## config.mk

```make
export PLATFORM = sky130hd
export DESIGN_NAME = ultrasonic_range_qualifier_top
export DESIGN_NICKNAME = d
export VERILOG_FILES = /design/src/hdl/urq_pkg.sv /design/src/hdl/urq_div.sv /design/src/hdl/ultrasonic_range_qualifier_top.sv
export SDC_FILE = /design/constraint.sdc
export NUM_CORES = 2
export LEC_CHECK = 0
export BUFFER_PORTS_ARGS = -buffer_cell sky130_fd_sc_hd__buf_2
export CAP_MARGIN = 20
export CORE_MARGIN = 2
export CORE_UTILIZATION = 69
export DETAILED_ROUTE_END_ITERATION = 8
export GPL_TIMING_DRIVEN = 0
export PLACE_DENSITY = 0.9
export SLEW_MARGIN = 20
export SYNTH_ARGS = -nofsm -noshare
export SYNTH_HDL_FRONTEND = slang
export SYNTH_SLANG_ARGS = --single-unit
export TNS_END_PERCENT = 50
```

## constraint.sdc

```tcl
create_clock -name clk -period 15.42 [get_ports clk]
set_input_delay 1.542 -clock clk [delete_from_list [all_inputs] [get_ports clk]]
set_output_delay 1.542 -clock clk [all_outputs]
set_load 0.1 [all_outputs]
```

## src/hdl/urq_pkg.sv

```systemverilog
// ---------------------------------------------------------------------------
// urq_pkg
// Shared widths, register indexes, reset values and state codes for the
// ultrasonic range qualifier.
// ---------------------------------------------------------------------------
package urq_pkg;

  localparam int PULSE_W = 16;
  localparam int TPC_W   = 8;
  localparam int CM_W    = 10;
  localparam int SAMPLES = 3;

  localparam logic [7:0]      ECHO_MARGIN = 8'd200;
  localparam logic [CM_W-1:0] MIN_CM      = 10'd2;

  typedef enum logic [2:0] {
    CFG_ENABLE       = 3'd0,
    CFG_TICKS_PER_CM = 3'd1,
    CFG_MAX_RANGE    = 3'd2,
    CFG_MAX_CHANGE   = 3'd3,
    CFG_BAND_LOW     = 3'd4,
    CFG_BAND_HIGH    = 3'd5,
    CFG_SPREAD       = 3'd6,
    CFG_MIN_PULSE    = 3'd7
  } cfg_idx_t;

  localparam logic [TPC_W-1:0]   RST_TICKS_PER_CM = 8'd58;
  localparam logic [CM_W-1:0]    RST_MAX_RANGE    = 10'd250;
  localparam logic [CM_W-1:0]    RST_MAX_CHANGE   = 10'd350;
  localparam logic [CM_W-1:0]    RST_BAND_LOW     = 10'd76;
  localparam logic [CM_W-1:0]    RST_BAND_HIGH    = 10'd80;
  localparam logic [CM_W-1:0]    RST_SPREAD       = 10'd30;
  localparam logic [PULSE_W-1:0] RST_MIN_PULSE    = 16'd116;

  typedef enum logic [6:0] {
    ST_IDLE = 7'b0000001,
    ST_KEEP = 7'b0000010,
    ST_SEL  = 7'b0000100,
    ST_DIV  = 7'b0001000,
    ST_DEC  = 7'b0010000,
    ST_MED  = 7'b0100000,
    ST_OUT  = 7'b1000000
  } state_t;

endpackage

```

## src/hdl/urq_div.sv

```systemverilog
// ---------------------------------------------------------------------------
// urq_div
// Bit-serial restoring divider: one quotient bit per cycle.
// ---------------------------------------------------------------------------
module urq_div (
  input  logic                        clk,
  input  logic                        rst_n,
  input  logic                        start,
  input  logic [urq_pkg::PULSE_W-1:0] dividend,
  input  logic [urq_pkg::TPC_W-1:0]   divisor,
  output logic                        done,
  output logic [urq_pkg::PULSE_W-1:0] quotient
);

  localparam int PW = urq_pkg::PULSE_W;
  localparam int DW = urq_pkg::TPC_W;
  localparam int CW = $clog2(PW);

  logic          busy_r;
  logic          done_r;
  logic [CW-1:0] cnt_r;
  logic [DW-1:0] rem_r;
  logic [PW-1:0] quo_r;
  logic [DW-1:0] div_r;

  logic [DW:0]   trial;
  logic [DW:0]   diff;
  logic          ge;
  logic [DW-1:0] rem_nxt;

  always_comb begin
    trial   = {rem_r, quo_r[PW-1]};
    diff    = trial - {1'b0, div_r};
    ge      = (trial >= {1'b0, div_r});
    // remainder always stays below the divisor
    rem_nxt = ge ? diff[DW-1:0] : trial[DW-1:0];
  end

  always_ff @(posedge clk) begin
    if (!rst_n) begin
      busy_r <= 1'b0;
      done_r <= 1'b0;
      cnt_r  <= '0;
    end else begin
      done_r <= busy_r && !start && (cnt_r == CW'(PW - 1));
      if (start) begin
        busy_r <= 1'b1;
        cnt_r  <= '0;
      end else if (busy_r) begin
        cnt_r <= cnt_r + CW'(1);
        if (cnt_r == CW'(PW - 1)) begin
          busy_r <= 1'b0;
        end
      end
    end
  end

  always_ff @(posedge clk) begin
    if (start) begin
      rem_r <= '0;
      quo_r <= dividend;
      div_r <= divisor;
    end else if (busy_r) begin
      rem_r <= rem_nxt;
      quo_r <= {quo_r[PW-2:0], ge};
    end
  end

  assign done     = done_r;
  assign quotient = quo_r;

endmodule

```

## src/hdl/ultrasonic_range_qualifier_top.sv

```systemverilog
// ---------------------------------------------------------------------------
// ultrasonic_range_qualifier_top
// Qualifies three echo pulses per beat into a filtered per-channel distance.
// ---------------------------------------------------------------------------
// Flow: a beat passes the keep, select, divide, decide and output states;
//   a median search follows the decide state when the ring wraps; items
//   that need no division (disabled, nothing kept, cluster) skip to output.
// Throughput: one item at a time; the next beat is taken only once the
//   previous result has been loaded into the output register.
// Reset (rst_n, synchronous): registers return to defaults, every channel's
//   ring, position and last distance clear to zero; no clearing pass.
module ultrasonic_range_qualifier_top #(
  parameter int RING_DEPTH = 5,
  parameter int CHANNELS   = 2
) (
  input  logic        clk,
  input  logic        rst_n,
  input  logic        in_valid,
  output logic        in_stall,
  input  logic        in_channel,
  input  logic [15:0] in_pulse_a,
  input  logic [15:0] in_pulse_b,
  input  logic [15:0] in_pulse_c,
  output logic        out_valid,
  input  logic        out_stall,
  output logic        out_channel,
  output logic        out_detected,
  output logic [9:0]  out_distance_cm,
  input  logic        cfg_valid,
  output logic        cfg_ready,
  input  logic [2:0]  cfg_index,
  input  logic [15:0] cfg_data
);

  localparam int PLW   = urq_pkg::PULSE_W;
  localparam int TW    = urq_pkg::TPC_W;
  localparam int CMW   = urq_pkg::CM_W;
  localparam int CH_W  = (CHANNELS > 1) ? $clog2(CHANNELS) : 1;
  localparam int PW    = $clog2(RING_DEPTH);
  localparam int CNT_W = $clog2(RING_DEPTH + 1);
  localparam int MED_K = RING_DEPTH / 2;

  // configuration registers
  logic           enable_r;
  logic [TW-1:0]  tpc_r;
  logic [CMW-1:0] max_range_r;
  logic [CMW-1:0] max_change_r;
  logic [CMW-1:0] band_low_r;
  logic [CMW-1:0] band_high_r;
  logic [CMW-1:0] spread_r;
  logic [PLW-1:0] min_pulse_r;

  // channel state
  logic [CMW-1:0] ring_r [CHANNELS][RING_DEPTH];
  logic [PW-1:0]  pos_r  [CHANNELS];
  logic [CMW-1:0] last_r [CHANNELS];

  // item in flight
  urq_pkg::state_t state_r, state_nxt;
  logic           ch_r;
  logic [PLW-1:0] pa_r, pb_r, pc_r;
  logic [2:0]     keep_r;
  logic [CMW-1:0] wrow_r [RING_DEPTH];
  logic [PW-1:0]  med_idx_r;
  logic           res_det_r;
  logic [CMW-1:0] res_dist_r;

  logic           out_valid_r;
  logic           out_channel_r;
  logic           out_det_r;
  logic [CMW-1:0] out_dist_r;

  logic [CH_W-1:0] chi;
  logic            ch_ok;
  logic [TW-1:0]   tpc_eff;
  logic            accept;
  logic            out_load;

  // keep stage
  logic [18:0] timeout;
  logic [2:0]  keep_c;

  // select stage
  logic [1:0]     n_kept;
  logic [17:0]    sum;
  logic [PLW-1:0] lo, hi, mid;
  logic [17:0]    mid_w;
  logic [17:0]    band_lo_t;
  logic [18:0]    band_hi_t;
  logic           cluster;
  logic [PLW-1:0] ticks;

  // decide stage
  logic [PLW-1:0] q;
  logic           div_done;
  logic           div_start;
  logic [CMW-1:0] dist_cm;
  logic           too_far;
  logic [CMW-1:0] last;
  logic [CNT_W-1:0] zeros;
  logic           mostly_miss;
  logic           in_band;
  logic [CMW-1:0] diff;
  logic [PW-1:0]  pos;
  logic [PW-1:0]  pos_next;

  // median search
  logic [CMW-1:0]   cand;
  logic [CNT_W-1:0] n_less, n_eq;
  logic             med_found;

  assign chi       = CH_W'(ch_r);
  assign ch_ok     = ((CH_W + 1)'(ch_r) < (CH_W + 1)'(CHANNELS));
  assign tpc_eff   = (tpc_r == '0) ? TW'(1) : tpc_r;
  assign in_stall  = (state_r != urq_pkg::ST_IDLE);
  assign accept    = in_valid && !in_stall;
  assign cfg_ready = 1'b1;
  assign out_load  = (state_r == urq_pkg::ST_OUT) && (!out_valid_r || !out_stall);

  // configuration write
  always_ff @(posedge clk) begin
    if (!rst_n) begin
      enable_r     <= 1'b0;
      tpc_r        <= urq_pkg::RST_TICKS_PER_CM;
      max_range_r  <= urq_pkg::RST_MAX_RANGE;
      max_change_r <= urq_pkg::RST_MAX_CHANGE;
      band_low_r   <= urq_pkg::RST_BAND_LOW;
      band_high_r  <= urq_pkg::RST_BAND_HIGH;
      spread_r     <= urq_pkg::RST_SPREAD;
      min_pulse_r  <= urq_pkg::RST_MIN_PULSE;
    end else if (cfg_valid && cfg_ready) begin
      case (urq_pkg::cfg_idx_t'(cfg_index))
        urq_pkg::CFG_ENABLE:       enable_r     <= cfg_data[0];
        urq_pkg::CFG_TICKS_PER_CM: tpc_r        <= cfg_data[TW-1:0];
        urq_pkg::CFG_MAX_RANGE:    max_range_r  <= cfg_data[CMW-1:0];
        urq_pkg::CFG_MAX_CHANGE:   max_change_r <= cfg_data[CMW-1:0];
        urq_pkg::CFG_BAND_LOW:     band_low_r   <= cfg_data[CMW-1:0];
        urq_pkg::CFG_BAND_HIGH:    band_high_r  <= cfg_data[CMW-1:0];
        urq_pkg::CFG_SPREAD:       spread_r     <= cfg_data[CMW-1:0];
        urq_pkg::CFG_MIN_PULSE:    min_pulse_r  <= cfg_data;
        default: ;
      endcase
    end
  end

  // keep stage: pulse window check
  always_comb begin
    timeout   = 19'(18'(max_range_r) * 18'(tpc_eff)) + 19'(urq_pkg::ECHO_MARGIN);
    keep_c[0] = (pa_r != '0) && (pa_r >= min_pulse_r) && (19'(pa_r) <= timeout)
                && (urq_pkg::SAMPLES > 0);
    keep_c[1] = (pb_r != '0) && (pb_r >= min_pulse_r) && (19'(pb_r) <= timeout)
                && (urq_pkg::SAMPLES > 1);
    keep_c[2] = (pc_r != '0) && (pc_r >= min_pulse_r) && (19'(pc_r) <= timeout)
                && (urq_pkg::SAMPLES > 2);
  end

  // select stage: median of three or average of fewer
  always_comb begin
    n_kept = 2'($countones(keep_r));
    sum    = (keep_r[0] ? 18'(pa_r) : 18'd0) + (keep_r[1] ? 18'(pb_r) : 18'd0)
           + (keep_r[2] ? 18'(pc_r) : 18'd0);
    lo     = (pa_r < pb_r) ? pa_r : pb_r;
    hi     = (pa_r > pb_r) ? pa_r : pb_r;
    if (pc_r < lo) lo = pc_r;
    if (pc_r > hi) hi = pc_r;
    mid_w  = 18'(pa_r) + 18'(pb_r) + 18'(pc_r) - 18'(lo) - 18'(hi);
    mid    = mid_w[PLW-1:0];
    // floor(x/t) >= B  <=>  x >= B*t ;  floor(x/t) <= B  <=>  x < (B+1)*t
    band_lo_t = 18'(band_low_r) * 18'(tpc_eff);
    band_hi_t = (19'(band_high_r) + 19'd1) * 19'(tpc_eff);
    cluster   = (n_kept == 2'd3) && (18'(lo) >= band_lo_t) && (19'(hi) < band_hi_t)
                && ((hi - lo) < PLW'(spread_r));
    case (n_kept)
      2'd3:    ticks = mid;
      2'd2:    ticks = sum[PLW:1];
      default: ticks = sum[PLW-1:0];
    endcase
  end

  assign div_start = (state_r == urq_pkg::ST_SEL) && enable_r && ch_ok
                     && (n_kept != 2'd0) && !cluster;

  urq_div u_div (
    .clk      (clk),
    .rst_n    (rst_n),
    .start    (div_start),
    .dividend (ticks),
    .divisor  (tpc_eff),
    .done     (div_done),
    .quotient (q)
  );

  // decide stage
  always_comb begin
    too_far = 1'b0;
    if (q < PLW'(urq_pkg::MIN_CM)) begin
      dist_cm = urq_pkg::MIN_CM;
    end else begin
      dist_cm = q[CMW-1:0];
      too_far = (q > PLW'(max_range_r));
    end
    last  = last_r[chi];
    zeros = '0;
    for (int j = 0; j < RING_DEPTH; j++) begin
      if (wrow_r[j] == '0) zeros = zeros + CNT_W'(1);
    end
    mostly_miss = ({1'b0, zeros, 1'b0} > (CNT_W + 2)'(RING_DEPTH));
    in_band     = (dist_cm >= band_low_r) && (dist_cm <= band_high_r);
    diff        = (dist_cm > last) ? dist_cm - last : last - dist_cm;
    pos         = pos_r[chi];
    pos_next    = (pos == PW'(RING_DEPTH - 1)) ? '0 : pos + PW'(1);
  end

  // median: the entry whose rank range covers the middle slot
  always_comb begin
    cand   = wrow_r[med_idx_r];
    n_less = '0;
    n_eq   = '0;
    for (int j = 0; j < RING_DEPTH; j++) begin
      if (wrow_r[j] < cand)  n_less = n_less + CNT_W'(1);
      if (wrow_r[j] == cand) n_eq   = n_eq + CNT_W'(1);
    end
    med_found = (n_less <= CNT_W'(MED_K)) && (CNT_W'(MED_K) < n_less + n_eq);
  end

  always_comb begin
    state_nxt = state_r;
    case (state_r)
      urq_pkg::ST_IDLE: if (accept) state_nxt = urq_pkg::ST_KEEP;
      urq_pkg::ST_KEEP: state_nxt = urq_pkg::ST_SEL;
      urq_pkg::ST_SEL:  state_nxt = div_start ? urq_pkg::ST_DIV : urq_pkg::ST_OUT;
      urq_pkg::ST_DIV:  if (div_done) state_nxt = urq_pkg::ST_DEC;
      urq_pkg::ST_DEC: begin
        if (!too_far && !(in_band && (last == '0 || mostly_miss))
            && !(last != '0 && diff > max_change_r) && pos_next == '0) begin
          state_nxt = urq_pkg::ST_MED;
        end else begin
          state_nxt = urq_pkg::ST_OUT;
        end
      end
      urq_pkg::ST_MED:  if (med_found) state_nxt = urq_pkg::ST_OUT;
      urq_pkg::ST_OUT:  if (out_load) state_nxt = urq_pkg::ST_IDLE;
      default:          state_nxt = urq_pkg::ST_IDLE;
    endcase
  end

  // control and channel state
  always_ff @(posedge clk) begin
    if (!rst_n) begin
      state_r <= urq_pkg::ST_IDLE;
      for (int c = 0; c < CHANNELS; c++) begin
        pos_r[c]  <= '0;
        last_r[c] <= '0;
        for (int j = 0; j < RING_DEPTH; j++) ring_r[c][j] <= '0;
      end
    end else begin
      state_r <= state_nxt;
      if (state_r == urq_pkg::ST_SEL && enable_r && ch_ok
          && (n_kept == 2'd0 || cluster)) begin
        pos_r[chi]  <= '0;
        last_r[chi] <= '0;
        for (int j = 0; j < RING_DEPTH; j++) ring_r[chi][j] <= '0;
      end
      if (state_r == urq_pkg::ST_DEC) begin
        if (too_far) begin
          pos_r[chi]  <= '0;
          last_r[chi] <= '0;
          for (int j = 0; j < RING_DEPTH; j++) ring_r[chi][j] <= '0;
        end else if (!(in_band && (last == '0 || mostly_miss))
                     && !(last != '0 && diff > max_change_r)) begin
          last_r[chi]      <= dist_cm;
          ring_r[chi][pos] <= dist_cm;
          pos_r[chi]       <= pos_next;
        end
      end
    end
  end

  // item payload and result
  always_ff @(posedge clk) begin
    if (accept) begin
      ch_r <= in_channel;
      pa_r <= in_pulse_a;
      pb_r <= in_pulse_b;
      pc_r <= in_pulse_c;
    end
    case (state_r)
      urq_pkg::ST_KEEP: begin
        keep_r <= keep_c;
        for (int j = 0; j < RING_DEPTH; j++) wrow_r[j] <= ring_r[chi][j];
      end
      urq_pkg::ST_SEL: begin
        res_det_r  <= 1'b0;
        res_dist_r <= '0;
      end
      urq_pkg::ST_DEC: begin
        med_idx_r <= '0;
        if (!too_far && !(in_band && (last == '0 || mostly_miss))) begin
          res_det_r <= 1'b1;
          if (last != '0 && diff > max_change_r) begin
            res_dist_r <= last;
          end else begin
            res_dist_r  <= dist_cm;
            wrow_r[pos] <= dist_cm;
          end
        end else begin
          res_det_r  <= 1'b0;
          res_dist_r <= '0;
        end
      end
      urq_pkg::ST_MED: begin
        med_idx_r <= med_idx_r + PW'(1);
        if (med_found) begin
          res_det_r  <= 1'b1;
          res_dist_r <= cand;
        end
      end
      default: ;
    endcase
  end

  // output register
  always_ff @(posedge clk) begin
    if (!rst_n) begin
      out_valid_r <= 1'b0;
    end else if (out_load) begin
      out_valid_r <= 1'b1;
    end else if (!out_stall) begin
      out_valid_r <= 1'b0;
    end
  end

  always_ff @(posedge clk) begin
    if (out_load) begin
      out_channel_r <= ch_r;
      out_det_r     <= res_det_r;
      out_dist_r    <= res_dist_r;
    end
  end

  assign out_valid       = out_valid_r;
  assign out_channel     = out_channel_r;
  assign out_detected    = out_det_r;
  assign out_distance_cm = out_dist_r;

endmodule

```

Yosys cells after proc, flatten, opt, wreduce, memory -nomap -nowiden. Memory sizes are Yosys's and may differ from the RTL's. A register that Yosys moved wholly into a read port is not among the register bits. Index checks and enable logic that the tools add are counted.

Mux-type cells: 148. Equal/unequal tests: 29. $lt $le $gt $ge: 30. Multiply operators: 3. Add/sub/neg operators: 30. Bitwise operators: 61. Reduce and logical (&&, ||, !) cells: 70.

Operators by type and width (number): $mux W10 (15); $mux W50 (3); $mux W16 (9); $mux W1 (89); $logic_not A10 Y1 (6); $or A1 B1 Y1 (59); $le A16 B19 Y1 (3); $mux W3 (18); $eq A10 B10 Y1 (5); $lt A10 B10 Y1 (5); $reduce_or A50 Y1 (1); $pmux W7 S7 (1); $ge A16 B16 Y1 (3); $reduce_bool A16 Y1 (3); $sub A16 B16 Y16 (3); $add A3 B1 Y3 const B (14); $mux W7 (6); $mul A10 B8 Y18 (2); $add A16 B16 Y16 (2); $gt A16 B16 Y1 (2); $lt A16 B16 Y1 (2); $pmux W16 S2 (1); $demux W10 S3 (1); $pmux W10 S3 (1); other kinds (59) (117).

Output and inout bits: 15. Memories kept: 4. Word-level logic and storage cells: 402. Memory bits (writable): 176. Flip-flop bits (word level): 199.

Memory list: ring_r (words 2, width 50, rd ports 1, clocked after Yosys merged registers in 1, write ports 2, RTL line ultrasonic_range_qualifier_top.sv:54) `logic [CMW-1:0] ring_r [CHANNELS][RING_DEPTH];`; wrow_r (words 5, width 10, rd ports 6, clocked after Yosys merged registers in 1, write ports 5, RTL line ultrasonic_range_qualifier_top.sv:63) `logic [CMW-1:0] wrow_r [RING_DEPTH];`; last_r (words 2, width 10, rd ports 1, clocked after Yosys merged registers in 1, write ports 2, RTL line ultrasonic_range_qualifier_top.sv:56) `logic [CMW-1:0] last_r [CHANNELS];`; pos_r (words 2, width 3, rd ports 1, clocked after Yosys merged registers in 1, write ports 2, RTL line ultrasonic_range_qualifier_top.sv:55) `logic [PW-1:0] pos_r [CHANNELS];`.

Longest topological paths before layout. An unclocked memory read counts as a cell.

Depth after elaboration: 24. Depth in mapped cells: 42.

Hierarchy. A second synthesis with hierarchy kept.

Cell total of the unflattened synthesis: 3949. Area total of the unflattened synthesis: 37643.6 um2.

By module, submodules not included: ultrasonic_range_qualifier_top (area an instance 35678.0 um2, cells each 3773, times used 1, seq. area each 10269.8 um2); urq_div (area an instance 1965.6 um2, cells each 176, times used 1, seq. area each 1001.0 um2).

Least setup slack after synthesis. Ideal clock, no wire load.

Path kind: register to register. Start point: reg pb_r[15]. End point: mem last_r[0][0] (netlist name) (enable). Library setup time: 0.388 ns. Path buffers: 5. Slack: 6.112 ns. Cell stages (with the launch flop): 41. Data arrival time: 8.920 ns. Path through: edfxtp_1 -> inv_1 -> ha_1 -> and3_1 -> nand4_2 -> a211oi_2 -> nor3_1 -> buf_6 -> nor2_1 -> clkbuf_1 -> mux2i_1 -> ha_1 -> a21oi_1 -> nand2_1 -> a221o_1 -> o31a_1 -> clkbuf_1 -> inv_1 -> (+5 left out) -> or2_2 -> a21oi_1 -> or4_1 -> a21oi_1 -> o21ai_0 -> and2_1 -> ha_1 -> nand2_1 -> o21ai_0 -> nor4_1 -> o2111ai_1 -> a2111oi_0 -> nand3_1 -> nor4_1 -> nand3_1 -> o32ai_4 -> a21oi_1 -> o211ai_1.

RTL lines: start, declared (RTL line ultrasonic_range_qualifier_top.sv:61) `logic [PLW-1:0] pa_r, pb_r, pc_r;`; start signal, assigned (RTL line ultrasonic_range_qualifier_top.sv:284) `pb_r <= in_pulse_b;`; end, declared (RTL line ultrasonic_range_qualifier_top.sv:56).

==> out/metrics.csv <==
stage;metric;value;unit
run_status;status;finished, violations left;
run_status;failed_checks;DRC;
critical_path;cp_slowest_cell;o21ai_1;
synthesis;synth_area;37600;µm²
pwr;ir_drop;316;µV
critical_path;arrival;13.44;ns
clock_network;ctsHoldBuffers;0;
clock_network;clock_latency;0.62;ns
place;numPortBuffers;83;
critical_path;critPathMaxFanout;10;
place;dpl.hpwl;89100;µm
route;m1WireLength;41400;µm
final_layout;final_common_cell;ha_1;
sta;rsz0062_at_grt;no;
synthesis;syn-num-nets;4753;
clock_network;htreeDepth;2;
route;routedWlPerCell;24.1;µm
clock_network;post_cts_buffers;0;
critical_path;rr_worst_depth;41;
final_layout;syn_to_final_growth;7.74;%
route;drtAntennaViolNets;0;
critical_path;cp.required;15.66;ns
critical_path;critPathKind;reg2reg;
hold_path;min_path_type;reg2reg;
critical_path;crit_path_end_kind;flop;
synthesis;synth_edf_count;308;
global_routing;grt_overflow;0;
critical_path;cp-start-kind;flop;
critical_path;startpoint;pb_r[14]$_DFFE_PP_;
global_routing;grt_pass1_vias;32000;
sta;fin_crit;13.20;ns
clock_network;numCtsBuffers;43;
critical_path;reg2reg_slack;2.22;ns
floorplan;die_y;238;µm
critical_path;cp.depth;41;
synthesis;async_reset_ff_share;0;%
sta;fin_crit_sh;85.6;%
sta;clock_skew;0.0320;ns
sta;hold_viol;0;
critical_path;crit_buf_inv;8;
global_routing;grt_pass1_wl;178000;µm
sta;fmax;75.7;MHz
place;gp_congestion;1.03;
synthesis;synth_seq_cells;409;
hold_path;min-delay-start;res_det_r$_DFFE_PP_;
sta;drv_slew;0;
pwr;p_per_area;166;nW/µm²
critical_path;cpMostUsedCell;a21oi_1;
final_layout;final_util;75.2;%
synthesis;ys_top_cells_by_area;edfxtp_1 (25%), ha_1 (16%), fa_1 (12%);
floorplan;rows;85;
final_layout;final_cell_mix;ha_1 (486), inv_1 (426), nand2_1 (415), edfxtp_1 (308), a21oi_1 (266);
route;drt-pass1-iter-count;9;
sta;holdWs;0.417;ns
final_layout;nNetsFinal;4887;
synthesis;yosysSeqAreaShare;29.9;%
synthesis;synthDominantAreaCellType;edfxtp_1;
synthesis;postSynthCellCount;3973;
sta;finalSetupViolations;0;
critical_path;rr_endpoint;ring_r[1][6]$_DFFE_PP_;
route;via_per_inst;6.75;
route;drt_wl_total;117000;µm
clock_network;cts_max_path_buffers;3;
critical_path;r2r_start;pb_r[14]$_DFFE_PP_;
route;num_vias;32700;
synthesis;synth.avg_cell_area;9.48;µm²
clock_network;cts.sinks;409;
clock_network;cts_resized;0;
global_routing;grt_use_total;41.5;%
hold_path;hold_depth;0;
route;wl_met2;49400;µm
sta;setup_tns;0;ns
run;maxCapViolations;0;
floorplan;core-area;53900;µm²
pwr;power.leakage;0.0181;µW
synthesis;synth_top_area_share;24.6;%
synthesis;synth_ff_type;edfxtp_1;
critical_path;cpLargestDelayFamily;compound AO/OA/AOI/OAI gates;
final_layout;drive_above_1_share;6.13;%
route;routed.top_layer;met5;
route;wl_met3;19000;µm
synthesis;ys_warn_count;0;
floorplan;die_w;238;µm
clock_network;path_clk_slew;0.07;ns
floorplan;pin_count;88;
global_routing;antenna_found_initial;8;
route;route.detailed.drc;4;
route;drt_iter0_drc;4815;
sta;tightest_slew;1.30;ns
global_routing;grt_max_degree;49;
place;dpl_cell_area;39000;µm²
floorplan;die-area;56400;µm²
sta;relSlewSlack;12.8;%
hold_path;hold_end;out_detected$_DFFE_PP_;
clock_network;root_buffer;clkbuf_16;
clock_network;cts_tree;done;
floorplan;start_util;69.8;%
synthesis;synth.distinct_cells;82;
final_layout;final_area;40600;µm²
critical_path;cpPeakStageDelay;0.83;ns
pwr;power;6720;µW
cells by family (layout without fill, tap and decap cells):
| group | Yosys count | after routing | synth area share (%) |
|---|---|---|---|
| compound gates | 735 | 735 | 12.3 |
| simple gates | 1243 | 1243 | 16.0 |
| other cells | 1 | 7 | 0.00996 |
| xor+xnor | 106 | 106 | 2.50 |
| buf+inv | 601 | 770 | 6.06 |
| flops | 409 | 409 | 29.9 |
| fa+ha+maj | 707 | 707 | 27.9 |
| mux | 171 | 171 | 5.35 |
metal layers:
metal | GRT usage (%) | up-vias
li1 | - | 14200
met1 | 53.3 | 15500
met2 | 62.0 | 2431
met3 | 15.3 | 589
met4 | 20.1 | 10
met5 | 0 | -
synthesized netlist by cell type, drive strengths merged (4+ instances only):
library cell / n
nand3b: 7
nor4: 82
nand2: 415
fa: 221
and2: 140
o22ai: 11
o21a: 58
nand4: 49
or2: 12
xnor2: 61
mux2: 28
buf: 15
mux4: 20
o21ai: 139
a41oi: 4
o31a: 7
nand3: 60
or3: 10
a32oi: 4
mux2i: 123
dfxtp: 101
inv: 429
a2111oi: 7
nor2b: 51
a211oi: 31
o21bai: 18
clkbuf: 155
nand2b: 33
a21oi: 266
a21boi: 8
or4: 8
a21o: 64
o31ai: 9
edfxtp: 308
xor2: 44
a31oi: 17
ha: 486
and3: 22
nor3: 89
a211o: 10
nor2: 254
o221ai: 6
o211ai: 46
nor3b: 7
o311ai: 4
area by class of cell:
type / instances / area (µm²)
Antenna cell: 6 / 15.0
Buffer: 170 / 662
Clock buffer: 49 / 1140
Clock inverter: 31 / 388
Fill cell: 3549 / 13400
Inverter: 431 / 1620
Multi-Input combinational cell: 2963 / 24100
Sequential cell: 409 / 11300
Tap cell: 696 / 871
Timing Repair Buffer: 89 / 480
sequential cells by signal (all words and copies together) (netlist names), 16 cells and up, named ones only:
name / cells
last_r: 20
min_pulse_r: 16
pa_r: 16
pb_r: 16
pc_r: 16
ring_r: 100
u_div.quotient: 16
wrow_r: 80
worst reg2reg max path, delay by kind of cell, from the launching register on:
| family | cells | cell delay, ns |
|---|---|---|
| muxes | 1 | 0.35 |
| adders and majority gates | 4 | 1.24 |
| buffers and inverters | 8 | 2.77 |
| AOI/OAI and AO/OA | 14 | 4.40 |
| and+or+nand+nor | 14 | 3.24 |
| DFF | 1 | 0.81 |
worst max path at each step:
stage / end
after global placement: last_r[0][0]$_SDFFCE_PN0P_
after detailed placement: ring_r[1][4]$_DFFE_PP_
after floorplan: last_r[0][0]$_SDFFCE_PN0P_
after CTS: ring_r[1][4]$_DFFE_PP_
final: ring_r[1][6]$_DFFE_PP_
after global routing: ring_r[1][3]$_DFFE_PP_
through the flow:
| stage | instances | worst slack [ns] |
|---|---|---|
| floorplan | 3973 | 6.11 |
| global placement | 4752 | 3.11 |
| detailed placement | 4757 | 2.97 |
| CTS | 4837 | 2.97 |
| global route | 4841 | 1.90 |
| finish | 4844 | 2.22 |
power by group:
group	leakage [µW]	internal, µW	switching, µW
combinational	0.0135	1660	2570
clock	0.000742	657	477
sequential	0.00381	1240	115
total	0.0181	3560	3160
No activity file was read; power rests on OpenSTA's default activity.
